**config.mk**
```make
export PLATFORM = sky130hd
export DESIGN_NAME = adv_uuid16_search
export DESIGN_NICKNAME = d
export VERILOG_FILES = /design/src/hw/rtl/advu16_pkg.sv /design/src/hw/rtl/adv_uuid16_search.sv
export VERILOG_INCLUDE_DIRS = /design/src /design/src/hw/rtl
export SDC_FILE = /design/constraint.sdc
export NUM_CORES = 1
export LEC_CHECK = 0
export BUFFER_PORTS_ARGS = -buffer_cell sky130_fd_sc_hd__buf_4
export CAP_MARGIN = 20
export CORE_UTILIZATION = 46
export CTS_CLUSTER_SIZE = 30
export DETAILED_ROUTE_END_ITERATION = 6
export MAX_ROUTING_LAYER = met4
export PLACE_DENSITY = 0.76
export SLEW_MARGIN = 20
export SYNTH_ARGS = -nofsm -noshare
export SYNTH_HDL_FRONTEND = slang
export SYNTH_SLANG_ARGS = --single-unit
```
**constraint.sdc**
```tcl
create_clock -name aclk -period 2.2 [get_ports aclk]
set_input_delay 0.22 -clock aclk [delete_from_list [all_inputs] [get_ports aclk]]
set_output_delay 0.22 -clock aclk [all_outputs]
set_load 0.01 [all_outputs]
```
**src/hw/rtl/adv_uuid16_search_assert.svh**
```systemverilog
// Assertion macros for the advertising UUID search block.
// AUS_ASSERT checks a property on the rising edge of aclk outside reset.
// AUS_ASSERT_ALWAYS checks a property on every rising edge of aclk.
`ifndef ADV_UUID16_SEARCH_ASSERT_SVH
`define ADV_UUID16_SEARCH_ASSERT_SVH

`ifndef SYNTHESIS
`define AUS_ASSERT(lbl, prop) \
    lbl: assert property (@(posedge aclk) disable iff (!aresetn) prop) \
        else $error("adv_uuid16_search assertion failed");
`define AUS_ASSERT_ALWAYS(lbl, prop) \
    lbl: assert property (@(posedge aclk) prop) \
        else $error("adv_uuid16_search assertion failed");
`else
`define AUS_ASSERT(lbl, prop)
`define AUS_ASSERT_ALWAYS(lbl, prop)
`endif

`endif

```
**src/hw/rtl/advu16_pkg.sv**
```systemverilog
package advu16_pkg;

    typedef enum logic [2:0] {
        PH_LEN  = 3'd0,
        PH_TYPE = 3'd1,
        PH_LO   = 3'd2,
        PH_HI   = 3'd3,
        PH_SKIP = 3'd4
    } phase_t;

    localparam logic [7:0] AD_UUID16_MORE     = 8'h02;
    localparam logic [7:0] AD_UUID16_COMPLETE = 8'h03;
    localparam logic [7:0] UUID_BYTES         = 8'd2;

    localparam int unsigned PADDR_W = 3;
    localparam logic [0:0] REG_TARGET_UUID = 1'b0;

    function automatic phase_t list_phase(input logic [7:0] rem);
        phase_t ph;
        if (rem >= UUID_BYTES) begin
            ph = PH_LO;
        end else if (rem == 8'd1) begin
            ph = PH_SKIP;
        end else begin
            ph = PH_LEN;
        end
        return ph;
    endfunction

endpackage

```
**src/hw/rtl/adv_uuid16_search.sv**
```systemverilog
// Searches a BLE advertising payload, given one byte per item with last on
// the final byte, for the 16-bit service UUID held in target_uuid (address 0).
// Each byte is parsed combinationally, so an item is accepted every cycle
// while the result register is free or being emptied; one found item is
// given for each payload, in the cycle after its last byte is accepted.
`include "adv_uuid16_search_assert.svh"

module adv_uuid16_search (
    input  logic                          aclk,
    input  logic                          aresetn,
    input  logic                          psel,
    input  logic                          penable,
    input  logic                          pwrite,
    input  logic [advu16_pkg::PADDR_W-1:0] paddr,
    input  logic [31:0]                   pwdata,
    output logic [31:0]                   prdata,
    output logic                          pready,
    input  logic                          s_valid,
    output logic                          s_ready,
    input  logic [7:0]                    s_data_byte,
    input  logic                          s_last,
    output logic                          m_valid,
    input  logic                          m_ready,
    output logic                          m_found
);

    logic [15:0]        target_uuid_reg;
    advu16_pkg::phase_t phase_reg, phase_next;
    logic [7:0]         remaining_reg, remaining_next;
    logic [7:0]         held_low_byte_reg, held_low_byte_next;
    logic               match_seen_reg, match_seen_next;
    logic               match_step;
    logic               m_valid_reg, m_valid_next;
    logic               m_found_reg, m_found_next;
    logic               in_acc;
    logic               cfg_wr;
    logic [7:0]         rem_dec;
    logic [7:0]         rem_pair;
    logic               is_list;

    assign pready  = 1'b1;
    assign cfg_wr  = psel && penable && pwrite;
    assign prdata  = (paddr[2] == advu16_pkg::REG_TARGET_UUID) ?
                     {16'd0, target_uuid_reg} : 32'd0;

    assign s_ready = !m_valid_reg || m_ready;
    assign in_acc  = s_valid && s_ready;
    assign m_valid = m_valid_reg;
    assign m_found = m_found_reg;

    assign rem_dec  = remaining_reg - 8'd1;
    assign rem_pair = remaining_reg - advu16_pkg::UUID_BYTES;
    assign is_list  = (s_data_byte == advu16_pkg::AD_UUID16_MORE) ||
                      (s_data_byte == advu16_pkg::AD_UUID16_COMPLETE);

    always_comb begin
        phase_next         = phase_reg;
        remaining_next     = remaining_reg;
        held_low_byte_next = held_low_byte_reg;
        match_step         = match_seen_reg;
        case (phase_reg)
            advu16_pkg::PH_TYPE: begin
                remaining_next = rem_dec;
                if (is_list) begin
                    phase_next = advu16_pkg::list_phase(rem_dec);
                end else begin
                    phase_next = (rem_dec != 8'd0) ? advu16_pkg::PH_SKIP
                                                   : advu16_pkg::PH_LEN;
                end
            end
            advu16_pkg::PH_LO: begin
                held_low_byte_next = s_data_byte;
                phase_next         = advu16_pkg::PH_HI;
            end
            advu16_pkg::PH_HI: begin
                if (held_low_byte_reg == target_uuid_reg[7:0] &&
                    s_data_byte == target_uuid_reg[15:8]) begin
                    match_step = 1'b1;
                end
                remaining_next = rem_pair;
                phase_next     = advu16_pkg::list_phase(rem_pair);
            end
            advu16_pkg::PH_SKIP: begin
                remaining_next = rem_dec;
                if (rem_dec == 8'd0) begin
                    phase_next = advu16_pkg::PH_LEN;
                end
            end
            default: begin
                if (s_data_byte != 8'd0) begin
                    remaining_next = s_data_byte;
                    phase_next     = advu16_pkg::PH_TYPE;
                end else begin
                    phase_next = advu16_pkg::PH_LEN;
                end
            end
        endcase
        match_seen_next = match_step;
        if (s_last) begin
            phase_next         = advu16_pkg::PH_LEN;
            remaining_next     = 8'd0;
            held_low_byte_next = 8'd0;
            match_seen_next    = 1'b0;
        end
    end

    always_comb begin
        m_valid_next = m_valid_reg;
        m_found_next = m_found_reg;
        if (m_valid_reg && m_ready) begin
            m_valid_next = 1'b0;
        end
        if (in_acc && s_last) begin
            m_valid_next = 1'b1;
            m_found_next = match_step;
        end
    end

    always_ff @(posedge aclk) begin
        if (!aresetn) begin
            target_uuid_reg   <= 16'd0;
            phase_reg         <= advu16_pkg::PH_LEN;
            remaining_reg     <= 8'd0;
            held_low_byte_reg <= 8'd0;
            match_seen_reg    <= 1'b0;
            m_valid_reg       <= 1'b0;
        end else begin
            if (cfg_wr && paddr[2] == advu16_pkg::REG_TARGET_UUID) begin
                target_uuid_reg <= pwdata[15:0];
            end
            if (in_acc) begin
                phase_reg         <= phase_next;
                remaining_reg     <= remaining_next;
                held_low_byte_reg <= held_low_byte_next;
                match_seen_reg    <= match_seen_next;
            end
            m_valid_reg <= m_valid_next;
        end
    end

    always_ff @(posedge aclk) begin
        m_found_reg <= m_found_next;
    end

    `AUS_ASSERT(a_result_after_last, $rose(m_valid_reg) |-> $past(in_acc && s_last))
    `AUS_ASSERT(a_clear_after_last, (in_acc && s_last) |=>
        (phase_reg == advu16_pkg::PH_LEN && remaining_reg == 8'd0 && !match_seen_reg))
    `AUS_ASSERT(a_skip_has_bytes, (phase_reg == advu16_pkg::PH_SKIP) |-> (remaining_reg != 8'd0))
    `AUS_ASSERT(a_stall_blocks_input, (m_valid_reg && !m_ready) |-> !s_ready)
    `AUS_ASSERT(a_parse_holds_idle, !$past(in_acc) |-> $stable(phase_reg))

endmodule
```
==> results.py <==
metrics = {
    "layout": {
        "drive_gt1_frac": 0.2372,
        "final_nets": 449,
        "fin_util": 0.5933,
        "seqCellArea_um2": 770.7,
        "final_cell_mix": "70 x buf_4, 53 x nand2_1, 37 x dfxtp_1",
        "nFillCells": 494,
        "multi_input_area_mm2": 0.001735,
        "antenna_cells": 0,
        "final_common_cell": "buf_4",
        "syn_to_final_growth_pct": 23.51,
        "largest_reg_flops": 16,
        "final_cells": 464,
    },
    "clock_tree": {
        "clock_latency_ns": 0.29,
        "clk_pin_slew_ns": 0.08,
        "postCtsHoldBufs": 0,
        "root_buffer": "clkbuf_8",
        "numCtsBuffers": 5,
        "cts.path.max_buffers": 2,
        "clkSinkCount": 38,
        "cts_tree": "yes",
        "htreeDepth": 2,
    },
    "global_route": {
        "overflow": 0,
        "grt_pass1_wl_mm": 11.60,
        "antenna_found_initial": 0,
        "grt_use_total": 0.2476,
        "grt_pass1_vias": 2367,
        "grt_max_degree": 34,
    },
    "route": {
        "wl_per_cell_um": 15.16,
        "routed_wl_mm": 7.032,
        "ant_nets": 0,
        "route.vias.total": 2504,
        "initialDrtViolationCount": 223,
        "dr.pass1.iters": 4,
        "avgViaCountPerCell": 5.397,
        "drcViolationCount": 0,
    },
    "min_path": {
        "hold_path_end": "target_uuid_reg[13]",
        "hold_path_class": "in -> reg",
        "hold_depth": 3,
        "hp-start": "pwdata[13]",
    },
    "floorplanning": {
        "coreArea_mm2": 0.005540,
        "die_area_mm2": 0.006093,
        "fp.dieH_um": 78.06,
        "start_util": 0.4804,
        "ios": 87,
        "fp-row-count": 27,
        "die-width_um": 78.06,
    },
    "setup_path": {
        "r2r-end": "phase_reg[1]",
        "rrSetupSlack_ns": 0.08,
        "critical-path-top-delay-family": "simple AND/OR/NAND/NOR gates",
        "crit_path_top_delay_cell": "or4b_4",
        "cp.required_ns": 2.39,
        "crit_buf_inv": 1,
        "startpoint_type": "flop",
        "cp.arrival_ns": 2.31,
        "crit_type": "reg -> reg",
        "end_kind": "flop",
        "slowest_delay_ns": 0.50,
        "r2r_cells": 8,
        "worstReg2RegStart": "remaining_reg[1]",
        "path_max_fanout": 6,
        "crit_chain": "inv_1 > ha_4 > or4b_4 > nor2_4 > xor2_2 > o41ai_2 > o41ai_1 > and3_1",
    },
    "placed_design": {
        "dpl.cell_count": 456,
        "routabilityCongestion": 0.9245,
        "hpwl_mm": 5.192,
        "io_buffers": 51,
    },
    "yosys": {
        "ys_types": 62,
        "ys_seq_area_frac": 0.2896,
        "synth_area_leaders": "dfxtp_1 28%, nand2_1 7.5%, nor2b_1 6.6%",
        "ys_warn_count": 0,
        "ys.flop_type": "dfxtp_1",
        "synth_edf_count": 1,
        "ys_seq_elements": 38,
        "async_flop_share": 0,
        "yosysTopAreaCellShare": 0.2783,
        "syn_inst": 334,
        "yosys.area.top_type": "dfxtp_1",
        "avgSynthCellArea_um2": 7.968,
        "synth.cell_area_mm2": 0.002661,
    },
    "sta": {
        "fin_skew_ns": 0.006270,
        "setup_violations": 0,
        "min_period_over_period": 0.9625,
        "max_clock_freq_ghz": 0.4722,
        "min_period_ns": 2.118,
        "slew_viol_final": 0,
        "worstMarginPinSlew_ns": 0.5950,
        "hold_viol_final": 0,
        "relSlewSlack": 0.6030,
    },
    "power": {
        "p_per_area_mw_per_mm2": 558.5,
        "leakagePower_nw": 1.323,
        "finalPower_mw": 1.836,
        "ir_drop_mv": 0.3779,
    },
    "job": {
        "drv_cap": 0,
    },
    "status": {
        "outcome": "completed",
    },
}
==> metal layers <==
layer | global-route usage | vias up | routed length [um]
met5 | - | - | 0
met4 | 0.08333 | 0 | 117
met3 | 0.03605 | 10 | 336
met2 | 0.3921 | 84 | 3372
met1 | 0.3238 | 1165 | 3205
li1 | - | 1245 | -
==> per-stage QoR <==
stage	TNS, ns	setup WS, ns	hold WS, ns	instance area (um2)
3_5_place_dp	0	0.002824	0.4859	3115
3_3_place_gp	0	0.08719	0.4747	3115
2_1_floorplan	0	0.03066	0.3649	2718
5_1_grt	-0.01634	-0.01634	0.1790	3287
6_report	0	0.08246	0.1813	3287
4_1_cts	0	0.03416	0.1783	3261
==> power by group <==
part | total (mW) | switching, mW | internal (mW)
registers | 0.725 | 0.0185 | 0.706
logic | 0.359 | 0.195 | 0.164
clock network | 0.751 | 0.267 | 0.484
total | 1.84 | 0.481 | 1.35
==> how the worst max path moves through the flow <==
stage | end | startpoint | depth (start not counted) | slack [ns]
2_1_floorplan | phase_reg[1] | remaining_reg[1] | 8 | 0.03
3_5_place_dp | phase_reg[1] | remaining_reg[1] | 8 | 0.003
5_1_grt | phase_reg[1] | remaining_reg[1] | 8 | -0.02
6_report | phase_reg[1] | remaining_reg[1] | 8 | 0.08
3_3_place_gp | phase_reg[1] | remaining_reg[1] | 8 | 0.09
4_1_cts | phase_reg[1] | remaining_reg[1] | 8 | 0.03
==> what timing repair did <==
item	in CTS	in global routing
resized for setup	1	4
buffers inserted	0	0
setup endpoints to repair	1	3
==> cell type report <==
cell class | count | share of cell area
multi-input cells | 270 | 0.5280
flip-flops and latches | 38 | 0.2345
repair buffers | 70 | 0.1599
well taps | 72 | 0.02741
clock buffers | 6 | 0.02512
clock inverters | 2 | 0.01827
inverters | 6 | 0.006852
==> logic make-up (layout without fill, tap and decap cells) <==
| logic type | Yosys count | in the layout | share of synthesized area |
|---|---|---|---|
| and+or+nand+nor | 141 | 141 | 0.2807 |
| AOI/OAI and AO/OA | 79 | 79 | 0.2144 |
| buffers and inverters | 41 | 84 | 0.09026 |
| DFF | 38 | 38 | 0.2896 |
| xor gates and xnor gates | 25 | 25 | 0.08510 |
| adders and majority gates | 7 | 7 | 0.03291 |
| other | 2 | 17 | 0.002822 |
| muxes | 1 | 1 | 0.004231 |
==> synth_stat cells, types with 2 or more instances <==
master,instances
nand2_1,53
nor4_2,2
and2_1,4
nor3b_1,2
o41ai_1,2
conb_1,2
buf_2,3
o21ai_0,9
a32o_1,4
a21o_1,2
a21oi_1,8
nand4_1,3
a41o_1,2
ha_1,7
a21boi_0,17
a31oi_1,5
nand2b_1,6
o22ai_1,3
xor2_1,7
nor3_1,5
o21ai_1,2
clkbuf_1,12
dfxtp_1,37
a22oi_1,9
xnor2_1,17
nor2_1,17
nand3_1,9
buf_4,17
a2111oi_0,2
nor4_1,2
nor2b_1,28
inv_1,6
==> worst reg2reg max path, delay by kind of cell, from the launching register on <==
kind            cells  cell delay [ns]
simple gates        3             0.78
fa+ha+maj           1             0.20
xor+xnor            1             0.10
buf+inv             1             0.16
compound gates      2             0.48
flops               1             0.31
Power figures use the tool's default switching activity.
